[config.mk]
export PLATFORM = sky130hd
export DESIGN_NAME = ilst_group
export DESIGN_NICKNAME = d
export VERILOG_FILES = /design/src/sv/ilst_pkg.sv /design/src/sv/ilst_group.sv
export SDC_FILE = /design/constraint.sdc
export NUM_CORES = 1
export LEC_CHECK = 0
export ABC_AREA = 0
export BUFFER_PORTS_ARGS = -buffer_cell sky130_fd_sc_hd__buf_2
export CORE_AREA = 5 5 208 210
export DETAILED_ROUTE_END_ITERATION = 12
export DIE_AREA = 0 0 213 215
export SYNTH_ARGS = -nofsm -noshare
export SYNTH_HDL_FRONTEND = slang
export SYNTH_SLANG_ARGS = --single-unit
[constraint.sdc]
create_clock -name i_clk -period 1 [get_ports i_clk]
set_input_delay 0.25 -clock i_clk [delete_from_list [all_inputs] [get_ports i_clk]]
set_output_delay 0.25 -clock i_clk [all_outputs]
set_load 0.05 [all_outputs]
[src/sv/ilst_pkg.sv]
`timescale 1ns / 1ps
// ---------------------------------------------------------------------------
// ilst_pkg: shared types and constants of the indexed ordered list
// Command codes, field widths, cell control word and controller states.
// ---------------------------------------------------------------------------
package ilst_pkg;

    localparam int DATA_W    = 32;
    localparam int POS_W     = 12;
    localparam int CMD_W     = 3;
    localparam int OUT_CNT_W = 9;
    localparam int GROUP     = 16;

    localparam logic [CMD_W-1:0] CMD_GET  = 3'd0;
    localparam logic [CMD_W-1:0] CMD_HEAD = 3'd1;
    localparam logic [CMD_W-1:0] CMD_TAIL = 3'd2;
    localparam logic [CMD_W-1:0] CMD_AT   = 3'd3;
    localparam logic [CMD_W-1:0] CMD_DEL  = 3'd4;

    localparam logic [DATA_W-1:0] NOT_FOUND = '1;

    // Broadcast to every cell of the row
    typedef struct packed {
        logic              up;
        logic              dn;
        logic [POS_W-1:0]  pos;
        logic [DATA_W-1:0] value;
    } t_cell_ctl;

    typedef enum logic [2:0] {
        S_IDLE = 3'b001,
        S_EXEC = 3'b010,
        S_DONE = 3'b100
    } t_state;

endpackage

[src/sv/ilst_group.sv]
`timescale 1ns / 1ps
// ---------------------------------------------------------------------------
// ilst_group: registered read merge over a group of cells
// ORs the read words of one group; at most one of them is nonzero.
// ---------------------------------------------------------------------------
module ilst_group (
    input  logic                          i_clk,
    input  logic                          i_en,
    input  logic [ilst_pkg::DATA_W-1:0]   i_words [ilst_pkg::GROUP],
    output logic [ilst_pkg::DATA_W-1:0]   o_word
);

    logic [ilst_pkg::DATA_W-1:0] r_word;
    logic [ilst_pkg::DATA_W-1:0] merged;

    // Merge the group
    always_comb begin
        merged = '0;
        for (int k = 0; k < ilst_pkg::GROUP; k++) begin
            merged = merged | i_words[k];
        end
    end

    always_ff @(posedge i_clk) begin
        if (i_en) begin
            r_word <= merged;
        end
    end

    assign o_word = r_word;

endmodule

* After elaboration in Yosys (flattened, before gate mapping)
Index checks and enable logic that the tools add are counted.
** Storage, ports and cells
- Input port bits :: 514
- Flip-flop bits (word level) :: 32
- Logic and storage cells :: 16
** Operators by class
- Bitwise operators :: 15
** Operators by type and width (count)
- $or A32 B32 Y32 :: 15

* Logic depth before layout (Yosys ltp)
Gate-level depths: netlist (run 1).
- Depth after elaboration :: 15
- Gate-level depth with buffers :: 2
- Depth with buffers taken out :: 2

* Least setup slack after synthesis (run 1)
OpenSTA, ideal clock, no wires.
- Kind :: in2reg
- From :: input i_words[384] in the netlist's numbering
- To :: register r_word, in the netlist o_word[0] (data pin)
- Library setup time :: 0.273 ns
- Buffers on the path :: 0
- Stages :: 2
- Path slack :: 0.133 ns
- Arrival time :: 0.594 ns
- Cell sequence :: nor4_1 nand4_1
** Between the ends
- Word-level cells in the longest chain between the ends :: 13
** Ends and longest elaborated chain
- start, declared :: line ilst_group.sv:9 : input logic [ilst_pkg::DATA_W-1:0] i_words [ilst_pkg::GROUP],
- $or A32 B32 Y32 (13 in a row) :: line ilst_group.sv:20 : merged = merged | i_words[k];
- via merged, one bit :: line ilst_group.sv:14 : logic [ilst_pkg::DATA_W-1:0] merged;
- end signal, assigned :: line ilst_group.sv:26 : r_word <= merged;
- end, declared :: line ilst_group.sv:13 : logic [ilst_pkg::DATA_W-1:0] r_word;
The timed path passes the listed nets, and every way through them passes these cells.
A chain may end at the register's enable or synchronous reset.

* Final worst setup path (run 1)
- From :: register r_word, in the netlist o_word[26]
- To :: output o_word[26] in the netlist's numbering
** RTL lines
- end, declared :: line ilst_group.sv:10 : output logic [ilst_pkg::DATA_W-1:0] o_word
No word-level cell between the ends.

==> run_results.csv, run 1 <==
group,metric,value,unit
die,num_rows,75,
timing,post-route-min-period,1190,ps
global_routing,gr-usage-met1,9.74,%
die,die_height,215,um
power_and_ir_drop,p_comb_share,34.8,%
run,max-cap-violations,0,
worst_setup_path,crit_slowest_cell,"edfxtp_1",
route,drt_iter0_drc,187,
synthesis,seq_area_frac_synth,49.0,%
clocking,cts_root_buffer,"clkbuf_16",
min_path,min_path_type,"in2reg",
worst_setup_path,timing.critical_path.depth,1,
synthesis,ys_top_cells_by_area,"edfxtp_1 49%, nor4_1 41%, nand4_1 10%",
power_and_ir_drop,clock_power_share,33.1,%
timing,hold_viol,0,
global_routing,use_met2,15.5,%
clocking,post-cts-setup-buffer-count,0,
power_and_ir_drop,leakagePower,2.81,nW
route,drc_errors,0,
finish,postLayoutCellArea,5970,sq um
route,drtAntennaViolNets,0,
global_routing,antenna_found_initial,10,
timing,setup_viol,32,
timing,max_freq,843,MHz
synthesis,synth_seq_cells,32,
die,core_area,41400,sq um
worst_setup_path,cp.buffers_inverters,1,
finish,fin_cells,1309,
clocking,clockBufferDepth,2,
worst_setup_path,slowest_delay,440,ps
global_routing,grt_overflow_total,0,
clocking,clock-sinks,32,
worst_setup_path,critPathKind,"reg2out",
power_and_ir_drop,power.density,825,nW/um^2
power_and_ir_drop,switching_share,31.1,%
worst_setup_path,critPathLaunch,"o_word[26]$_DFFE_PP_",
route,wl_per_cell,16.9,um
timing,timing.final.crit_share,119,%
route,vias_per_cell,3.42,
clocking,clk_pin_slew,60,ps
timing,worst_pin_slew,484,ps
placed_design,globalplace.congestion,1.03,
global_routing,grt.busiest_layer,"met2",
run_status,violations,"negative setup slack",
power_and_ir_drop,intPower,3.39,mW
timing,drv_slew,0,
finish,areaGrowthSynthToFinish,204,%
timing,grt_setup_unrepaired,"yes",
worst_setup_path,cp.required,750,ps
die,dieWidth,213,um
synthesis,synth_area_leader_cell,"edfxtp_1",
clocking,cts_tree,"done",
finish,largest_reg_flops,32,
route,via_count,4483,
route,routed_wirelength,22100,um
finish,final_util,14.4,%
finish,layout-drive-gt1-share,75.3,%
global_routing,grt_usage,8.82,%
worst_setup_path,crit_path_end_kind,"output port",
placed_design,dpl-instance-area,5600,sq um
min_path,holdPathStages,3,
die,die-area,45800,sq um
synthesis,syn_avg_cell_area,10.2,sq um
worst_setup_path,cp_top_family,"flip-flops",
timing,slew_headroom,67.5,%
synthesis,synthCells,192,
clocking,ctsHtreeMaxLevel,2,
global_routing,grt_pass1_wl,28800,um
power_and_ir_drop,seqPwrFrac,32.0,%
worst_setup_path,cp-start-kind,"flop",
synthesis,syn-num-nets,706,
clocking,numCtsBuffers,5,
placed_design,io_buffers,545,
min_path,hp-start,"i_words[31]",
synthesis,synth_top_area_share,49.0,%
global_routing,grt_max_degree,19,
synthesis,syn_area,1960,sq um
power_and_ir_drop,p_switching,1.53,mW
placed_design,dp.cells,1296,
synthesis,synth_cell_type_count,3,
timing,fin_ws,-186,ps
die,initial_core_util,4.74,%
worst_setup_path,crit_arrival,940,ps
run_status,outcome,"finished, violations left",
synthesis,ys_warn_count,0,
worst_setup_path,cp_max_fo,1,
route,first_pass_iters,4,
global_routing,grt_pass1_vias,4956,
worst_setup_path,path_cells,"buf_12",
die,io_pins,546,
power_and_ir_drop,ir_worst_vdd,0.000485,V
placed_design,hpwl,20400,um
global_routing,met3_usage,2.86,%
finish,nets,1278,
[routing by layer]
| metal | up-vias | share of wire (%) |
|---|---|---|
| met2 | 360 | 48 |
| met5 | - | 0.059 |
| met1 | 2014 | 37 |
| met3 | 29 | 11 |
| met4 | 2 | 3.2 |
| li1 | 2078 | - |
[cell type report]
class / count / area (sq um)
Sequential cell: 32 / 961
Clock inverter: 3 / 13.8
Timing Repair Buffer: 565 / 3150
Antenna cell: 5 / 12.5
Tap cell: 539 / 674
Clock buffer: 5 / 125
Multi-Input combinational cell: 160 / 1030
Fill cell: 4733 / 35400
[cells in the mapped netlist]
cell type and instances:
nor4_1 128, nand4_1 32, edfxtp_1 32
[per-stage QoR]
step | setup TNS (ps) | total power, mW | setup slack (ps) | hold slack [ps]
after CTS | -5260 | 5.15 | -261 | 184
after floorplan | 0 | 1.93 | 133 | 362
after global routing | -5570 | 5.30 | -260 | 198
after global placement | -4510 | 3.21 | -1030 | 523
after detailed placement | -5050 | 3.23 | -992 | 533
final | -3750 | 4.93 | -186 | 224
[path summary, 6_finish.rpt]
| kind | end | slack [ps] |
|---|---|---|
| worst max-delay path | o_word[26] | -190 |
| worst min-delay path | o_word[31]$_DFFE_PP_ | 220 |
[what timing repair did]
item | 4_1_cts | 5_1_grt
setup endpoints to repair | 34 | 35
resized for setup | 59 | 4
hold buffers | 0 | 0
pin swaps | 0 | 2
[cell families (layout without fill, tap and decap cells)]
kind of cell / count (synthesis) / after routing / synth area share [%]
buffers and inverters: 0 / 573 / 0
other: 0 / 5 / 0
flip-flops: 32 / 32 / 49.0
AND/OR/NAND/NOR: 160 / 160 / 51.0
[cell usage in the layout, fill, tap and decap left out]
cell,n
edfxtp_1,32
nor4_2,3
buf_4,17
clkinv_2,2
buf_12,6
nor4_4,1
buf_2,512
nand4_1,32
diode_2,5
buf_6,30
nor4_1,124
clkinv_1,1
clkbuf_16,5
[power groups by stage]
stage	logic (mW)	registers, mW	clock network (mW)
after floorplan	0.0936	1.83	0
after CTS	1.73	1.58	1.84
after global routing	1.84	1.59	1.87
after global placement	1.61	1.59	0
after detailed placement	1.64	1.59	0
final	1.72	1.58	1.63
No activity file was read; power rests on OpenSTA's default activity.
==> run 2: changes to the inputs <==
--- a/config.mk
+++ b/config.mk
@@ -10,6 +10,7 @@
 export CORE_AREA = 5 5 208 210
 export DETAILED_ROUTE_END_ITERATION = 12
 export DIE_AREA = 0 0 213 215
+export PLACE_DENSITY_LB_ADDON = 0.12
 export SYNTH_ARGS = -nofsm -noshare
 export SYNTH_HDL_FRONTEND = slang
 export SYNTH_SLANG_ARGS = --single-unit
==> run_results.csv, run 2 (same netlist as run 1, synthesis figures left out) <==
group,metric,value,unit
run_status,outcome,"finished, violations left",
run_status,violations,"negative setup slack",
global_routing,grt_overflow_total,0,
clocking,ctsHtreeMaxLevel,2,
placed_design,hpwl,18300,um
power_and_ir_drop,p_comb_share,33.5,%
timing,timing.final.crit_share,123,%
die,io_pins,546,
timing,max_freq,810,MHz
worst_setup_path,crit_arrival,980,ps
clocking,clk_pin_slew,60,ps
global_routing,grt_max_degree,19,
die,initial_core_util,4.74,%
clocking,clockBufferDepth,2,
route,wl_per_cell,15.2,um
route,vias_per_cell,3.25,
route,drtAntennaViolNets,0,
power_and_ir_drop,power.density,836,nW/um^2
global_routing,grt_pass1_wl,26100,um
clocking,cts_tree,"done",
finish,nets,1269,
worst_setup_path,path_cells,"buf_12",
clocking,numCtsBuffers,5,
clocking,cts_root_buffer,"clkbuf_16",
worst_setup_path,slowest_delay,470,ps
power_and_ir_drop,ir_worst_vdd,0.000523,V
power_and_ir_drop,intPower,3.37,mW
worst_setup_path,cp_top_family,"flip-flops",
worst_setup_path,cp.buffers_inverters,1,
route,drt_iter0_drc,75,
worst_setup_path,cp_max_fo,1,
die,dieWidth,213,um
global_routing,grt_usage,7.93,%
run,max-cap-violations,0,
finish,fin_cells,1296,
timing,hold_viol,0,
power_and_ir_drop,p_total,4.86,mW
power_and_ir_drop,p_switching,1.49,mW
timing,setup_viol,32,
route,via_count,4208,
die,core_area,41400,sq um
power_and_ir_drop,leakagePower,2.74,nW
die,die-area,45800,sq um
power_and_ir_drop,switching_share,30.6,%
die,num_rows,75,
clocking,clock-sinks,32,
timing,drv_slew,0,
placed_design,dp.cells,1287,
timing,slew_headroom,72.4,%
min_path,min_path_type,"in2reg",
route,drc_errors,0,
worst_setup_path,crit_path_end_kind,"output port",
route,routed_wirelength,19700,um
clocking,post-cts-setup-buffer-count,0,
finish,layout-drive-gt1-share,74.2,%
finish,mostFrequentLayoutCell,"buf_2",
power_and_ir_drop,seqPwrFrac,32.4,%
finish,areaGrowthSynthToFinish,197,%
worst_setup_path,cp.required,750,ps
route,first_pass_iters,4,
worst_setup_path,crit_slowest_cell,"edfxtp_1",
finish,layout_common_cells,"513 x buf_2, 128 x nor4_1, 32 x nand4_1, 32 x edfxtp_1, 31 x buf_6",
worst_setup_path,cp-start-kind,"flop",
timing,post-route-min-period,1230,ps
placed_design,io_buffers,545,
timing,grt_setup_unrepaired,"yes",
power_and_ir_drop,clock_power_share,34.1,%
global_routing,antenna_found_initial,2,
die,die_height,215,um
timing,tns,-3810,ps
placed_design,globalplace.congestion,0.849,
timing,worst_pin_slew,410,ps
timing,fin_ws,-234,ps
worst_setup_path,critPathKind,"reg2out",
finish,largest_reg_flops,32,
global_routing,grt_pass1_vias,4691,
## run 2: cell count changes in the layout (fill, tap and decap cells not counted)
cell / previous run / this run
buf_4: 17 / 9
diode_2: 5 / 1
nor4_1: 124 / 128
buf_12: 6 / 3
nor4_2: 3 / 0
clkbuf_1: 0 / 2
clkinv_2: 2 / 0
buf_2: 512 / 513
buf_6: 30 / 31
nor4_4: 1 / 0
## run 2: through the flow
step | instance area (sq um) | hold slack (ps) | util [%] | worst slack, ps
final | 5820 | 212 | 14.1 | -234
after global routing | 5820 | 201 | 14.1 | -308
after CTS | 5820 | 173 | 14.1 | -325
after detailed placement | 5490 | 536 | 13.3 | -228
after global placement | 5490 | 537 | 13.3 | -261
after floorplan | 1960 | 362 | - | 133
## run 2: power by group through the flow
stage	clock [mW]	sequential, mW	combinational, mW
global route	1.89	1.58	1.76
floorplan	0	1.83	0.0936
finish	1.66	1.58	1.63
detailed placement	0	1.59	1.58
CTS	1.88	1.58	1.66
global placement	0	1.59	1.58
## run 2: path summary, 6_finish.rpt
kind	start	endpoint	slack, ps	cells past startpoint
worst max-delay path	o_word[2]$_DFFE_PP_	o_word[2]	-230	1
worst min-delay path	i_words[12]	o_word[12]$_DFFE_PP_	210	3
## run 2: final cells by class
| class | count | area (sq um) |
|---|---|---|
| antenna | 1 | 2.50 |
| clock buffer | 7 | 133 |
| clock inverter | 1 | 3.75 |
| fill | 4785 | 35600 |
| multi-input combinational | 160 | 1000 |
| sequential | 32 | 961 |
| tap | 539 | 674 |
| timing repair buffer | 556 | 3040 |
## run 2: timing repair
item | in CTS | in global routing
hold buffers | 0 | 0
resized for setup | 62 | 0
hold endpoints to repair | 0 | 0
setup endpoints to repair | 32 | 32
## run 2: per-layer routing
| metal | global-route usage (%) | up-vias | wire, um |
|---|---|---|---|
| met5 | 0 | - | 0 |
| met3 | 2.54 | 20 | 2390 |
| met4 | 3.82 | 0 | 569 |
| met2 | 16.9 | 325 | 11300 |
| li1 | - | 2055 | - |
| met1 | 6.07 | 1808 | 5430 |
==> run 3: changes to the inputs <==
==> constraint.sdc (replaced) <==
create_clock -name i_clk -period 1 [get_ports i_clk]
set_input_delay 0.05 -clock i_clk [delete_from_list [all_inputs] [get_ports i_clk]]
set_output_delay 0.05 -clock i_clk [all_outputs]
set_load 0.05 [all_outputs]
==> run_results.csv, run 3 (same netlist as run 1, synthesis figures left out) <==
group,metric,value,unit
route,drc_errors,0,
route,via_count,4351,
global_routing,antenna_found_initial,1,
timing,setup_viol,0,
power_and_ir_drop,seqPwrFrac,31.7,%
die,dieWidth,213,um
finish,areaGrowthSynthToFinish,213,%
route,drtAntennaViolNets,0,
die,num_rows,75,
timing,grt_setup_unrepaired,"yes",
worst_setup_path,crit_slowest_cell,"edfxtp_1",
power_and_ir_drop,p_switching,1.52,mW
route,first_pass_iters,4,
timing,holdWs,23.4,ps
finish,layout_common_cells,"524 x buf_2, 106 x nor4_1, 32 x nand4_1, 32 x edfxtp_1, 30 x dlygate4sd3_1",
clocking,clockBufferDepth,2,
worst_setup_path,cp.buffers_inverters,1,
timing,tns,0,ps
die,initial_core_util,4.74,%
clocking,numCtsBuffers,5,
worst_setup_path,crit_path_end_kind,"output port",
timing,slew_headroom,75.4,%
min_path,min_path_type,"in2reg",
finish,mostFrequentLayoutCell,"buf_2",
clocking,ctsHtreeMaxLevel,2,
finish,largest_reg_flops,32,
run,max-cap-violations,0,
global_routing,grt_pass1_vias,4969,
die,die_height,215,um
power_and_ir_drop,clock_power_share,33.2,%
worst_setup_path,critPathLaunch,"o_word[2]$_DFFE_PP_",
worst_setup_path,slowest_delay,440,ps
worst_setup_path,cp_top_family,"flip-flops",
worst_setup_path,crit_arrival,950,ps
placed_design,globalplace.congestion,0.851,
timing,max_freq,1000,MHz
placed_design,hpwl,18300,um
route,drt_iter0_drc,58,
power_and_ir_drop,ir_worst_vdd,0.000483,V
worst_setup_path,cp.required,950,ps
timing,post-route-min-period,998,ps
power_and_ir_drop,intPower,3.41,mW
power_and_ir_drop,p_comb_share,35.1,%
finish,nets,1298,
route,routed_wirelength,20100,um
clocking,cts_root_buffer,"clkbuf_16",
power_and_ir_drop,leakagePower,2.84,nW
route,wl_per_cell,15.2,um
worst_setup_path,cp_max_fo,1,
finish,num-fill-cells,4763,
global_routing,grt_pass1_wl,26600,um
timing,hold_viol,0,
clocking,post-cts-setup-buffer-count,0,
run_status,outcome,"complete, no violations",
power_and_ir_drop,power.density,802,nW/um^2
die,core_area,41400,sq um
global_routing,grt_max_degree,19,
placed_design,io_buffers,545,
timing,worst_pin_slew,366,ps
min_path,hp-start,"i_words[215]",
finish,layout-drive-gt1-share,74.0,%
worst_setup_path,path_cells,"buf_6",
clocking,cts_tree,"done",
global_routing,grt_overflow_total,0,
die,die-area,45800,sq um
route,vias_per_cell,3.28,
power_and_ir_drop,switching_share,30.8,%
global_routing,grt_usage,8.05,%
worst_setup_path,cp-start-kind,"flop",
timing,drv_slew,0,
clocking,clock-sinks,32,
clocking,clk_pin_slew,60,ps
timing,timing.final.crit_share,99.8,%
worst_setup_path,critPathKind,"reg2out",
die,io_pins,546,
run 3: final cells by class:
cell class              instances  area [sq um]  area share [%]
repair buffers                585          3220            52.3
multi-input cells             160          1160            18.8
flip-flops and latches         32           961            15.6
well taps                     539           674            11.0
clock buffers                   7           133            2.16
clock inverters                 1          3.75          0.0610
diodes                          1          2.50          0.0407
run 3: worst paths after layout:
check | endpoint | slack [ps] | depth (start not counted)
worst max-delay path | o_word[2] | 2 | 1
worst min-delay path | o_word[23]$_DFFE_PP_ | 20 | 3
run 3: repair_timing:
item | in CTS | in global routing
hold buffers | 31 | 0
resized for setup | 25 | 30
pin swaps | 0 | 5
endpoints found under the setup margin | 17 | 27
hold endpoints to repair | 23 | 0
run 3: power by group through the flow:
stage | Clock [mW] | Sequential [mW] | Combinational [mW]
6_report | 1.64 | 1.57 | 1.73
5_1_grt | 1.88 | 1.57 | 1.87
4_1_cts | 1.87 | 1.57 | 1.70
3_5_place_dp | 0 | 1.59 | 1.57
3_3_place_gp | 0 | 1.59 | 1.57
2_1_floorplan | 0 | 1.83 | 0.0936
run 3: stage by stage:
step / instance area (sq um) / util (%) / setup WS, ps / instances / total power, mW
2_1_floorplan: 1960 / - / 333 / 192 / 1.93
3_3_place_gp: 5470 / 13.2 / -67.2 / 1287 / 3.16
3_5_place_dp: 5470 / 13.2 / -40.7 / 1287 / 3.16
4_1_cts: 5990 / 14.5 / -104 / 1326 / 5.13
5_1_grt: 6150 / 14.9 / -89.0 / 1325 / 5.32
6_report: 6150 / 14.9 / 2.34 / 1325 / 4.93
run 3: metal layers:
metal  vias to the layer above  global-route usage (%)  share of wire (%)
li1                       2112                       -                  -
met1                      1890                    6.28                 28
met2                       325                    17.1                 57
met3                        24                    2.22                 11
met4                         0                    4.27                3.7
met5                         -                       0                  0
