`config.mk`:
```
export PLATFORM = sky130hd
export DESIGN_NAME = ilst_cell
export DESIGN_NICKNAME = d
export VERILOG_FILES = /design/src/sv/ilst_pkg.sv /design/src/sv/ilst_cell.sv
export SDC_FILE = /design/constraint.sdc
export NUM_CORES = 1
export LEC_CHECK = 0
export BUFFER_PORTS_ARGS = -buffer_cell sky130_fd_sc_hd__clkbuf_2
export CAP_MARGIN = 30
export CORE_UTILIZATION = 35
export CTS_BUF_LIST = sky130_fd_sc_hd__clkbuf_4 sky130_fd_sc_hd__clkbuf_8 sky130_fd_sc_hd__clkbuf_16
export DETAILED_ROUTE_END_ITERATION = 10
export GPL_ROUTABILITY_DRIVEN = 1
export PLACE_DENSITY = 0.78
export SETUP_SLACK_MARGIN = 0.05
export SLEW_MARGIN = 0
export SYNTH_ARGS = -nofsm -noshare
export SYNTH_HDL_FRONTEND = slang
export SYNTH_SLANG_ARGS = --single-unit
export TNS_END_PERCENT = 50
```
`constraint.sdc`:
```
create_clock -name i_clk -period 5.37 [get_ports i_clk]
set_clock_uncertainty 0.2 [all_clocks]
set_input_delay 0.8055 -clock i_clk [delete_from_list [all_inputs] [get_ports i_clk]]
set_output_delay 0.8055 -clock i_clk [all_outputs]
set_load 0.02 [all_outputs]
```
`src/sv/ilst_pkg.sv`:
```
`timescale 1ns / 1ps
// ---------------------------------------------------------------------------
// ilst_pkg: shared types and constants of the indexed ordered list
// Command codes, field widths, cell control word and controller states.
// ---------------------------------------------------------------------------
package ilst_pkg;

    localparam int DATA_W    = 32;
    localparam int POS_W     = 12;
    localparam int CMD_W     = 3;
    localparam int OUT_CNT_W = 9;
    localparam int GROUP     = 16;

    localparam logic [CMD_W-1:0] CMD_GET  = 3'd0;
    localparam logic [CMD_W-1:0] CMD_HEAD = 3'd1;
    localparam logic [CMD_W-1:0] CMD_TAIL = 3'd2;
    localparam logic [CMD_W-1:0] CMD_AT   = 3'd3;
    localparam logic [CMD_W-1:0] CMD_DEL  = 3'd4;

    localparam logic [DATA_W-1:0] NOT_FOUND = '1;

    // Broadcast to every cell of the row
    typedef struct packed {
        logic              up;
        logic              dn;
        logic [POS_W-1:0]  pos;
        logic [DATA_W-1:0] value;
    } t_cell_ctl;

    typedef enum logic [2:0] {
        S_IDLE = 3'b001,
        S_EXEC = 3'b010,
        S_DONE = 3'b100
    } t_state;

endpackage

```
`src/sv/ilst_cell.sv`:
```
`timescale 1ns / 1ps
// ---------------------------------------------------------------------------
// ilst_cell: one list slot
// Holds one value; takes the left neighbor on an insert below it, the new
// value at the insert point, the right neighbor on a delete at or below it.
// ---------------------------------------------------------------------------
module ilst_cell #(
    parameter int IDX = 0
) (
    input  logic                          i_clk,
    input  ilst_pkg::t_cell_ctl           i_ctl,
    input  logic [ilst_pkg::DATA_W-1:0]   i_left,
    input  logic [ilst_pkg::DATA_W-1:0]   i_right,
    output logic [ilst_pkg::DATA_W-1:0]   o_value,
    output logic [ilst_pkg::DATA_W-1:0]   o_rd
);

    localparam logic [ilst_pkg::POS_W-1:0] MY_IDX = ilst_pkg::POS_W'(IDX);

    logic [ilst_pkg::DATA_W-1:0] r_value;
    logic [ilst_pkg::DATA_W-1:0] n_value;
    logic                        hit;
    logic                        above;

    assign hit   = (i_ctl.pos == MY_IDX);
    assign above = (MY_IDX > i_ctl.pos);

    // Pick the next slot content
    always_comb begin
        n_value = r_value;
        if (i_ctl.up) begin
            if (above) begin
                n_value = i_left;
            end else if (hit) begin
                n_value = i_ctl.value;
            end
        end else if (i_ctl.dn) begin
            if (above || hit) begin
                n_value = i_right;
            end
        end
    end

    always_ff @(posedge i_clk) begin
        r_value <= n_value;
    end

    assign o_value = r_value;
    // Drive the read bus only from the addressed slot
    assign o_rd    = hit ? r_value : '0;

endmodule

```
== Yosys cells after proc, flatten, opt, wreduce, memory -nomap -nowiden ==
Index checks and enable logic that the tools add are counted.
Cells by class
  add/sub/neg operators: 0
  $mul: 0
  divide/modulo/power cells: 0
  $lt $le $gt $ge: 1
  equality and inequality tests: 1
  shift operators: 0
  muxes and demuxes: 6
  bitwise logic cells: 0
  reduce and logical (&&, ||, !) cells: 5
Operator list (number)
  32-bit 2-to-1 mux: 6
  1-bit by 12-bit greater-than comparator with 1-bit output, first input constant: 1
  12-bit logical NOT: 1
  2-bit nonzero test: 2
  3-bit by 1-bit inequality test with 1-bit output, second input constant: 1
  3-bit AND reduction: 1
  1-bit logical OR: 1
Storage, ports and cells
  bits in registers: 32
  bits in latches: 0
  memory bits (writable): 0
  ROM bits: 0
  bits of input ports: 111
  output and inout bits: 64
  memories: 0

== Depth between registers and ports, before layout ==
Gate-level depths: netlist of run 1.
  depth after elaboration: 5
  mapped depth: 4

== Worst setup path after synthesis of run 1 ==
No wires, ideal clock.
  path kind: input to register
  start: input i_ctl[35] in the netlist's numbering
  end: register r_value, in the netlist o_value[0] (enable)
  data arrival time: 4658 ps
  path slack: 10 ps
  stages: 3
  path buffers: 1
  cells stage by stage: or4_4 buf_6 nor4_1
On the way
  word-level cells in the longest chain between the ends: 4
  elaborated cells between the ends (all ways): 6
Ends and longest elaborated chain
  from (decl): line ilst_cell.sv:11  | input ilst_pkg::t_cell_ctl i_ctl,
  1-bit by 12-bit greater-than comparator with 1-bit output or 12-bit logical NOT (tied branches): line ilst_cell.sv:26, ilst_cell.sv:25
  1-bit logical OR: line ilst_cell.sv:38  | if (above || hit) begin
  2-bit nonzero test (no source line)
  3-bit AND reduction (no source line) *
  to (signal assigned): line ilst_cell.sv:45  | r_value <= n_value;
  to (decl): line ilst_cell.sv:20  | logic [ilst_pkg::DATA_W-1:0] r_value;
Mark *: on every way between the ends. The rest lies on a longest branch, timed or not.
A chain may end at the register's enable or synchronous reset.

== Final worst setup path of run 1 ==
  start: input i_ctl[41] in the netlist's numbering
  end: output o_rd[5] in the netlist's numbering
On the way
  word-level cells in the longest chain between the ends: 2
Ends and longest elaborated chain
  12-bit logical NOT: line ilst_cell.sv:25  | assign hit = (i_ctl.pos == MY_IDX);
  32-bit 2-to-1 mux: line ilst_cell.sv:50  | assign o_rd = hit ? r_value : '0;
  to (decl): line ilst_cell.sv:15  | output logic [ilst_pkg::DATA_W-1:0] o_rd
Every way passes these cells.

==> qor.log, run 1 <==
[sta] worst rel slew slack 45.3%
[final_layout] fraction of layout instances using a drive strength above 1 76.2%
[floorplanning] count of standard-cell rows 27
[setup_path] CP Launch Point i_ctl[41]
[setup_path] Critical Path Sink o_rd[5]
[clock_network] total number of clock tree sinks 32
[floorplanning] Horiz. Die Dim 78.0 um
[synth] share of synthesized cell area in full adder, half adder and majority cells 0%
[placement] instance count after placement with tap cells included 348
[sta] maximum clock frequency 284 MHz
[drt] routed wire length 4.76 mm
[synth] dominant cells by area after synthesis sky130_fd_sc_hd__edfxtp_1 47%, sky130_fd_sc_hd__mux2_2 18%, sky130_fd_sc_hd__nor4_2 17%
[synth] largest family of logic cells by synthesized area simple AND/OR/NAND/NOR gates
[final_layout] flip-flop count of the largest register after layout 32
[drt] number of DRC violations after detailed-routing iteration 0 63
[sta] setup TNS 0 ps
[global_route] global-route wire length before repair 7.38 mm
[synth] warning count from the yosys run 0
[sta] final setup fails 0
[power] IR drop worst, VDD 0.149 mV
[setup_path] critical path data required time 4360 ps
[global_route] All-Layer GR Usage 15.6%
[synth] mux contribution to synthesized area 17.8%
[synth] area of the mapped netlist 0.00202 mm^2
[setup_path] cells along the critical path clkbuf_2, or4_2, buf_16, nor4_2, clkbuf_2
[clock_network] hold bufs inserted after CTS 0
[synth] fraction of the mapped netlist area in simple logic gates 22.3%
[sta] clock period minus final worst setup slack 3520 ps
[final_layout] commonest non-fill, non-tap cell in the layout sky130_fd_sc_hd__clkbuf_2
[sta] period utilization 65.5%
[final_layout] top library cells by usage in the layout, fill and taps aside 142 x sky130_fd_sc_hd__clkbuf_2, 32 x sky130_fd_sc_hd__mux2_2, 32 x sky130_fd_sc_hd__inv_1, 32 x sky130_fd_sc_hd__edfxtp_1, 27 x sky130_fd_sc_hd__nor4_2
[sta] worst-case hold slack 632 ps
[floorplanning] number of top-level pins 175
[drt] routed len/inst 13.3 um
[clock_network] Setup Fix Bufs, Post-CTS 0
[synth] Gate Count Post-Synth 149
[final_layout] signed area change from the synthesized netlist to the final layout 41.0%
[synth] Synth Area in XOR/XNOR 0%
[floorplanning] initial cell density of the core 36.5%
[synth] Seq/Total Area, Yosys 47.5%
[placement] post-detailed-placement half-perimeter wirelength 3.40 mm
[synth] post-synth top area cell sky130_fd_sc_hd__edfxtp_1
[synth] number of storage elements in the synthesis netlist 32
[clock_network] clock edge transition at the registers on the reported setup and hold paths 70 ps
[job] number of max-capacitance violations reported 0
[setup_path] worst setup path class in -> out
[power] total power divided by cell area 184 mW/mm^2
[sta] unrepaired setup endpoints after global routing false
[placement] worst slack, placed 1690 ps
[setup_path] most used cell along the critical path sky130_fd_sc_hd__clkbuf_2
[clock_network] H-tree depth 2
[global_route] number of antenna violations at the first check in global routing 0
[setup_path] CP max stage cell sky130_fd_sc_hd__or4_2
[setup_path] maximum fanout count along the critical path 19
[clock_network] CTS tree done
[run_status] status finished clean
[power] leakage component of the power 1.30 nW
[synth] Mean Syn Cell Area 13.6 um^2
[synth] unique cell type count in the Yosys netlist 13
[global_route] maximum number of pins on one net before global-route repair 34
[floorplanning] y dimension of the die 78.0 um
[synth] number of nets produced by synthesis 260
[floorplanning] total die area 0.00609 mm^2
[setup_path] Crit. End Element output pin
[global_route] vias in the first global route 1,605
[drt] total number of vias 1,674
[final_layout] final net count 396
[floorplanning] total core area 0.00554 mm^2
[placement] weighted congestion reported at the end of routability-driven placement 0.757
[final_layout] non-filler cells in the finished layout 358
[clock_network] Max Root-Sink Buffers 2
[synth] Compound-Gate Fraction of Synth Area 0%
[sta] number of hold violations in the final report 0
[clock_network] count of instances resized after the clock tree is built 0
[clock_network] clock root buffer master sky130_fd_sc_hd__clkbuf_8
[drt] DRC 0
[drt] total iterations of the first detailed-routing run 4
[final_layout] Antenna diodes 0
[setup_path] highest cell delay on the worst timing path 960 ps
[placement] # port buffers 142
[drt] count of nets left with antenna violations after detail routing 0
[sta] Tightest Pin Transition 820 ps
[setup_path] Critical Path Start Type input pin
[hold_path] worst hold path type in -> reg
[global_route] grt total ovfl 0
[synth] top-area cell type share of the netlist area 47.5%
[clock_network] number of buffers added by the clock tree synthesis step 5
[setup_path] data arrival time at the worst-slack endpoint 2510 ps
[sta] post-layout worst setup margin 1850 ps
[drt] via density per instance 4.68
[sta] Pins Over Slew Limit 0
## cell families (layout without fill, tap and decap cells)
family | Yosys count | count (layout)
buffers and inverters | 48 | 185
flip-flops | 32 | 32
multiplexers | 32 | 32
AND/OR/NAND/NOR | 37 | 37
## layout make-up
cell class,count,area (um^2)
timing repair buffer,145,766
sequential,32,961
inverter,32,120
fill,515,2690
clock inverter,1,3.75
multi-input combinational,69,828
tap,72,90.1
clock buffer,7,83.8
## worst max-delay path: cells and delay by family
family	cells	cell delay, ps
buffers and inverters	3	570
and+or+nand+nor	2	1120
## report_power, final
group | total (W) | switching, W | internal [W]
clock network | 0.000182 | 0.0000816 | 0.000100
registers | 0.000277 | 0.0000000317 | 0.000277
logic | 0.0000666 | 0.0000267 | 0.0000399
total | 0.000525 | 0.000108 | 0.000417
## routing by layer
layer  vias up  wire length (um)  global-route usage [%]
li1        809                 -                       -
met1       796              1850                    16.9
met2        63              2630                    29.3
met3         6               215                    3.95
met4         0                68                    5.56
met5         -                 0                       0
## metrics by stage
stage	util [%]	cell area, um^2	power (W)
global route	51.5	2850	0.000552
detailed placement	49.1	2720	0.000347
global placement	49.1	2720	0.000345
finish	51.5	2850	0.000525
floorplan	-	2030	0.000319
CTS	50.6	2810	0.000533
## Yosys cell counts
| library cell | n |
|---|---|
| sky130_fd_sc_hd__nor4_2 | 27 |
| sky130_fd_sc_hd__edfxtp_1 | 32 |
| sky130_fd_sc_hd__nor4_4 | 3 |
| sky130_fd_sc_hd__nor4_1 | 3 |
| sky130_fd_sc_hd__buf_2 | 6 |
| sky130_fd_sc_hd__clkbuf_1 | 3 |
| sky130_fd_sc_hd__nor2_1 | 1 |
| sky130_fd_sc_hd__or4_1 | 2 |
| sky130_fd_sc_hd__mux2_2 | 32 |
| sky130_fd_sc_hd__buf_8 | 3 |
| sky130_fd_sc_hd__buf_6 | 4 |
| sky130_fd_sc_hd__or4_4 | 1 |
| sky130_fd_sc_hd__inv_1 | 32 |
## how the worst min path moves through the flow
stage / start / endpoint / slack, ps / cells past startpoint
floorplan: i_right[0] / o_value[0]$_DFFE_PP_ / 830 / 1
global placement: i_ctl[3] / o_value[3]$_DFFE_PP_ / 910 / 2
detailed placement: i_ctl[25] / o_value[25]$_DFFE_PP_ / 910 / 2
CTS: i_ctl[13] / o_value[13]$_DFFE_PP_ / 620 / 2
global route: i_right[0] / o_value[0]$_DFFE_PP_ / 620 / 2
finish: i_ctl[13] / o_value[13]$_DFFE_PP_ / 630 / 2
No activity file was read; power rests on OpenSTA's default activity.
==> inputs of run 2 (changes only) <==
==> constraint.sdc (replaced) <==
create_clock -name i_clk -period 3.1 [get_ports i_clk]
set_clock_uncertainty 0.2 [all_clocks]
set_input_delay 0.465 -clock i_clk [delete_from_list [all_inputs] [get_ports i_clk]]
set_output_delay 0.465 -clock i_clk [all_outputs]
set_load 0.02 [all_outputs]
==> qor.log, run 2 (synthesized netlist as in run 1, its figures left out) <==
[run_status] status finished clean
[clock_network] Setup Fix Bufs, Post-CTS 0 [unchanged]
[floorplanning] total die area 0.00609 mm^2 [unchanged]
[global_route] most congested layer reported by global routing met2
[global_route] global routing usage on met2 31.3% [+2.0 points]
[final_layout] Antenna diodes 0 [unchanged]
[setup_path] worst setup path class in -> out
[sta] clock period minus final worst setup slack 2700 ps
[drt] count of nets left with antenna violations after detail routing 0 [unchanged]
[sta] maximum clock frequency 370 MHz
[placement] worst slack, placed 392 ps [-1300 ps]
[sta] setup TNS 0 ps [unchanged]
[global_route] number of antenna violations at the first check in global routing 0 [unchanged]
[clock_network] Max Root-Sink Buffers 2 [unchanged]
[drt] routed wire length 4.86 mm [+2.1%]
[clock_network] clock edge transition at the registers on the reported setup and hold paths 70 ps [about the same]
[sta] period utilization 87.2%
[sta] worst rel slew slack 60.2% [+15 points]
[setup_path] maximum fanout count along the critical path 33 [+14]
[floorplanning] initial cell density of the core 36.5% [unchanged]
[drt] via density per instance 4.66 [-0.40%]
[global_route] met3 Usage GRT 3.49% [-0.47 points]
[clock_network] CTS tree done
[drt] total iterations of the first detailed-routing run 4 [unchanged]
[clock_network] H-tree depth 2 [unchanged]
[global_route] met1 usage in global routing 16.9% [unchanged]
[final_layout] number of fill cells 518 [+0.58%]
[clock_network] count of instances resized after the clock tree is built 0 [unchanged]
[global_route] vias in the first global route 1,611 [+0.37%]
[sta] Tightest Pin Transition 597 ps [-223 ps]
[sta] number of hold violations in the final report 0 [unchanged]
[final_layout] footprint of the flip-flops and latches 961 um^2 [unchanged]
[job] number of max-capacitance violations reported 0 [unchanged]
[global_route] maximum number of pins on one net before global-route repair 34 [unchanged]
[floorplanning] total core area 0.00554 mm^2 [unchanged]
[final_layout] final net count 397 [+0.25%]
[power] leakage component of the power 1.28 nW [-1.5%]
[final_layout] fraction of layout instances using a drive strength above 1 76.4% [+0.18 points]
[floorplanning] Horiz. Die Dim 78.0 um [unchanged]
[hold_path] Worst Hold Path Cells 2 [unchanged]
[setup_path] data arrival time at the worst-slack endpoint 2040 ps [-470 ps]
[final_layout] flip-flop count of the largest register after layout 32 [unchanged]
[drt] DRC 0 [unchanged]
[global_route] global-route wire length before repair 7.47 mm [+1.2%]
[hold_path] hold endpoint o_value[0]$_DFFE_PP_
[clock_network] number of buffers added by the clock tree synthesis step 5 [unchanged]
[power] total power divided by cell area 309 mW/mm^2 [+68%]
[final_layout] top library cells by usage in the layout, fill and taps aside 142 x sky130_fd_sc_hd__clkbuf_2, 32 x sky130_fd_sc_hd__mux2_2, 32 x sky130_fd_sc_hd__inv_1, 32 x sky130_fd_sc_hd__edfxtp_1, 27 x sky130_fd_sc_hd__nor4_2
[global_route] All-Layer GR Usage 16.2% [+0.55 points]
[final_layout] total area of multi-input combinational cells 828 um^2 [unchanged]
[global_route] grt total ovfl 0 [unchanged]
[sta] post-layout worst setup margin 397 ps [-1460 ps]
[setup_path] Crit. End Element output pin
[placement] weighted congestion reported at the end of routability-driven placement 0.698 [-7.8%]
[sta] Pins Over Slew Limit 0 [unchanged]
[final_layout] commonest non-fill, non-tap cell in the layout sky130_fd_sc_hd__clkbuf_2
[setup_path] critical path data required time 2430 ps [-1930 ps]
[drt] total number of vias 1,658 [-0.96%]
[drt] number of DRC violations after detailed-routing iteration 0 42 [-33%]
[floorplanning] count of standard-cell rows 27 [unchanged]
[hold_path] worst hold path type in -> reg
[floorplanning] number of top-level pins 175 [unchanged]
[power] IR drop worst, VDD 0.195 mV [+31%]
[clock_network] clock root buffer master sky130_fd_sc_hd__clkbuf_8
[placement] post-detailed-placement half-perimeter wirelength 3.53 mm [+3.8%]
[sta] final setup fails 0 [unchanged]
[setup_path] Critical Path Start Type input pin
[placement] # port buffers 142 [unchanged]
[clock_network] hold bufs inserted after CTS 0 [unchanged]
[hold_path] critical hold path startpoint i_right[0]
[sta] unrepaired setup endpoints after global routing false
[clock_network] total number of clock tree sinks 32 [unchanged]
[final_layout] Final Core Density 50.9% [-0.56 points]
[drt] routed len/inst 13.7 um [+2.7%]
[final_layout] signed area change from the synthesized netlist to the final layout 39.5%
[floorplanning] y dimension of the die 78.0 um [unchanged]
[run 2: changes by cell type in the layout (fill, tap and decap cells not counted)]
cell                       before  now
sky130_fd_sc_hd__buf_4          1    3
sky130_fd_sc_hd__clkbuf_4       2    0
sky130_fd_sc_hd__buf_16         1    0
sky130_fd_sc_hd__clkinv_1       1    0
[run 2: how the worst max path moves through the flow]
stage	from	end	slack (ps)	cells past startpoint
floorplan	i_ctl[37]	o_value[0]$_DFFE_PP_	180	3
global placement	i_ctl[37]	o_rd[8]	410	5
detailed placement	i_ctl[37]	o_rd[18]	390	5
CTS	i_ctl[37]	o_rd[18]	390	5
global route	i_ctl[37]	o_rd[18]	290	5
finish	i_ctl[37]	o_rd[0]	400	5
[run 2: metal layers]
metal	vias up	part of all wire, %
li1	807	-
met1	777	37
met2	68	56
met3	6	5.3
met4	0	1.1
met5	-	0
[run 2: where the power goes]
group	total, W	internal, W	switching (W)
combinational	0.000114	0.0000673	0.0000466
clock	0.000280	0.000144	0.000135
sequential	0.000479	0.000479	0.0000000522
total	0.000873	0.000691	0.000182
[run 2: worst max-delay path: stages]
cell and delay, ps:
sky130_fd_sc_hd__clkbuf_2 80, sky130_fd_sc_hd__or4_2 640, sky130_fd_sc_hd__buf_4 320, sky130_fd_sc_hd__nor4_1 300
sky130_fd_sc_hd__clkbuf_2 220
[run 2: layout make-up]
type / count / share of cell area [%]
Clock buffer: 5 / 2.44
Sequential cell: 32 / 34.1
Multi-Input combinational cell: 69 / 29.4
Tap cell: 72 / 3.19
Timing Repair Buffer: 146 / 26.7
Inverter: 32 / 4.26
[run 2: stage by stage]
stage / total power, W / cells / hold slack [ps] / area, um^2
after floorplan: 0.000554 / 149 / 485 / 2040
after global placement: 0.000600 / 351 / 567 / 2750
after detailed placement: 0.000604 / 351 / 571 / 2750
after CTS: 0.000887 / 356 / 279 / 2820
after global routing: 0.000916 / 356 / 279 / 2820
final: 0.000873 / 356 / 289 / 2820
==> inputs of run 3 (changes only) <==
--- a/config.mk
+++ b/config.mk
@@ -7,11 +7,11 @@
 export LEC_CHECK = 0
 export BUFFER_PORTS_ARGS = -buffer_cell sky130_fd_sc_hd__clkbuf_2
 export CAP_MARGIN = 30
-export CORE_UTILIZATION = 35
+export CORE_UTILIZATION = 38
 export CTS_BUF_LIST = sky130_fd_sc_hd__clkbuf_4 sky130_fd_sc_hd__clkbuf_8 sky130_fd_sc_hd__clkbuf_16
 export DETAILED_ROUTE_END_ITERATION = 10
 export GPL_ROUTABILITY_DRIVEN = 1
-export PLACE_DENSITY = 0.78
+export PLACE_DENSITY = 0.8
 export SETUP_SLACK_MARGIN = 0.05
 export SLEW_MARGIN = 0
 export SYNTH_ARGS = -nofsm -noshare
==> constraint.sdc (replaced) <==
create_clock -name i_clk -period 2.8 [get_ports i_clk]
set_clock_uncertainty 0.2 [all_clocks]
set_input_delay 0.42 -clock i_clk [delete_from_list [all_inputs] [get_ports i_clk]]
set_output_delay 0.42 -clock i_clk [all_outputs]
set_load 0.02 [all_outputs]
==> qor.log, run 3 (synthesized netlist as in run 1, its figures left out) <==
[final_layout] commonest non-fill, non-tap cell in the layout sky130_fd_sc_hd__clkbuf_2
[clock_network] hold bufs inserted after CTS 0 [unchanged]
[clock_network] H-tree depth 2 [unchanged]
[final_layout] Final Core Density 55.8% [+4.8 points]
[power] leakage component of the power 1.30 nW [+1.7%]
[global_route] All-Layer GR Usage 17.8% [+1.6 points]
[final_layout] final net count 398 [+0.25%]
[clock_network] number of buffers added by the clock tree synthesis step 5 [unchanged]
[placement] instance count after placement with tap cells included 350 [-0.28%]
[power] IR drop worst, VDD 0.237 mV [+22%]
[final_layout] signed area change from the synthesized netlist to the final layout 40.8%
[power] total power divided by cell area 356 mW/mm^2 [+15%]
[setup_path] Crit. End Element output pin
[floorplanning] count of standard-cell rows 26 [-3.7%]
[floorplanning] Horiz. Die Dim 75.0 um [-3.9%]
[final_layout] number of fill cells 423 [-18%]
[sta] Pins Over Slew Limit 0 [unchanged]
[clock_network] clock root buffer master sky130_fd_sc_hd__clkbuf_8
[clock_network] Max Root-Sink Buffers 2 [unchanged]
[setup_path] maximum fanout count along the critical path 33 [unchanged]
[sta] unrepaired setup endpoints after global routing false
[final_layout] flip-flop count of the largest register after layout 32 [unchanged]
[floorplanning] initial cell density of the core 39.6% [+3.1 points]
[setup_path] worst setup path class in -> out
[final_layout] total area of multi-input combinational cells 831 um^2 [+0.30%]
[final_layout] non-filler cells in the finished layout 358 [+0.56%]
[drt] total iterations of the first detailed-routing run 4 [unchanged]
[drt] DRC 0 [unchanged]
[drt] count of nets left with antenna violations after detail routing 0 [unchanged]
[sta] maximum clock frequency 398 MHz
[hold_path] worst hold path type in -> reg
[sta] period utilization 89.8%
[drt] via density per instance 4.67 [+0.28%]
[global_route] global-route wire length before repair 7.23 mm [-3.1%]
[final_layout] fraction of layout instances using a drive strength above 1 76.4% [about the same]
[drt] number of DRC violations after detailed-routing iteration 0 45 [+7.1%]
[drt] routed wire length 5.03 mm [+3.5%]
[floorplanning] total die area 0.00562 mm^2 [-7.7%]
[setup_path] Critical Path Start Type input pin
[clock_network] Setup Fix Bufs, Post-CTS 0 [unchanged]
[sta] number of hold violations in the final report 0 [unchanged]
[floorplanning] total core area 0.00511 mm^2 [-7.8%]
[final_layout] Antenna diodes 0 [unchanged]
[global_route] vias in the first global route 1,593 [-1.1%]
[job] number of max-capacitance violations reported 0 [unchanged]
[power] overall power after layout 0.00101 W [+16%]
[drt] routed len/inst 14.0 um [+2.9%]
[drt] total number of vias 1,672 [+0.84%]
[global_route] number of antenna violations at the first check in global routing 0 [unchanged]
[final_layout] footprint of the flip-flops and latches 961 um^2 [unchanged]
[floorplanning] number of top-level pins 175 [unchanged]
[setup_path] critical path data required time 2180 ps [-250 ps]
[placement] worst slack, placed 265 ps [-127 ps]
[clock_network] count of instances resized after the clock tree is built 0 [unchanged]
[global_route] grt total ovfl 0 [unchanged]
[final_layout] top library cells by usage in the layout, fill and taps aside 142 x sky130_fd_sc_hd__clkbuf_2, 32 x sky130_fd_sc_hd__mux2_2, 32 x sky130_fd_sc_hd__inv_1, 32 x sky130_fd_sc_hd__edfxtp_1, 27 x sky130_fd_sc_hd__nor4_2
[sta] clock period minus final worst setup slack 2510 ps
[floorplanning] y dimension of the die 75.0 um [-3.9%]
[run_status] status finished clean
[clock_network] total number of clock tree sinks 32 [unchanged]
[sta] Tightest Pin Transition 593 ps [-3.95 ps]
[setup_path] data arrival time at the worst-slack endpoint 1890 ps [-150 ps]
[global_route] maximum number of pins on one net before global-route repair 34 [unchanged]
[sta] post-layout worst setup margin 286 ps [-111 ps]
[sta] worst rel slew slack 60.4% [+0.26 points]
[sta] final setup fails 0 [unchanged]
[placement] post-detailed-placement half-perimeter wirelength 3.76 mm [+6.6%]
[placement] weighted congestion reported at the end of routability-driven placement 0.642 [-8.1%]
[placement] # port buffers 142 [unchanged]
[clock_network] clock edge transition at the registers on the reported setup and hold paths 60 ps [about the same]
[clock_network] CTS tree done
-- run 3: cell count changes in the layout (fill, tap and decap cells not counted) --
cell and change:
sky130_fd_sc_hd__clkbuf_4 +2, sky130_fd_sc_hd__or4_4 +1, sky130_fd_sc_hd__or4_2 -1, sky130_fd_sc_hd__clkinv_1 +1
sky130_fd_sc_hd__buf_4 +1
-- run 3: path summary, 6_finish.rpt --
kind	from	end	slack, ps	cells after the start
max	i_ctl[35]	o_rd[17]	290	4
min	i_right[19]	o_value[19]$_DFFE_PP_	240	2
-- run 3: report_power, final --
part	switching [W]	internal [W]
clock network	0.000161	0.000192
logic	0.0000535	0.0000756
registers	0.0000000618	0.000531
total	0.000215	0.000798
-- run 3: stage by stage --
| stage | hold slack, ps | area [um^2] | TNS (ps) |
|---|---|---|---|
| final | 241 | 2850 | 0 |
| after global placement | 521 | 2760 | 0 |
| after global routing | 225 | 2850 | 0 |
| after detailed placement | 525 | 2760 | 0 |
| after CTS | 233 | 2850 | 0 |
| after floorplan | 440 | 2050 | -2150 |
-- run 3: layout make-up --
| class | instances | area share (%) |
|---|---|---|
| clock buffer | 7 | 2.94 |
| clock inverter | 1 | 0.132 |
| multi-input combinational | 69 | 29.2 |
| sequential | 32 | 33.7 |
| inverter | 32 | 4.22 |
| tap | 70 | 3.08 |
| timing repair buffer | 147 | 26.7 |
-- run 3: worst max-delay path: stages --
cell	delay, ps
sky130_fd_sc_hd__clkbuf_2	80
sky130_fd_sc_hd__or4_4	810
sky130_fd_sc_hd__nor4_2	360
sky130_fd_sc_hd__clkbuf_2	220
-- run 3: layer usage --
layer  GRT usage, %  up-vias  routed length [um]
li1               -      816                   -
met1           20.1      775                1990
met2           32.5       76                2710
met3           4.28        5                 264
met4           6.50        0                  63
met5              0        -                   0
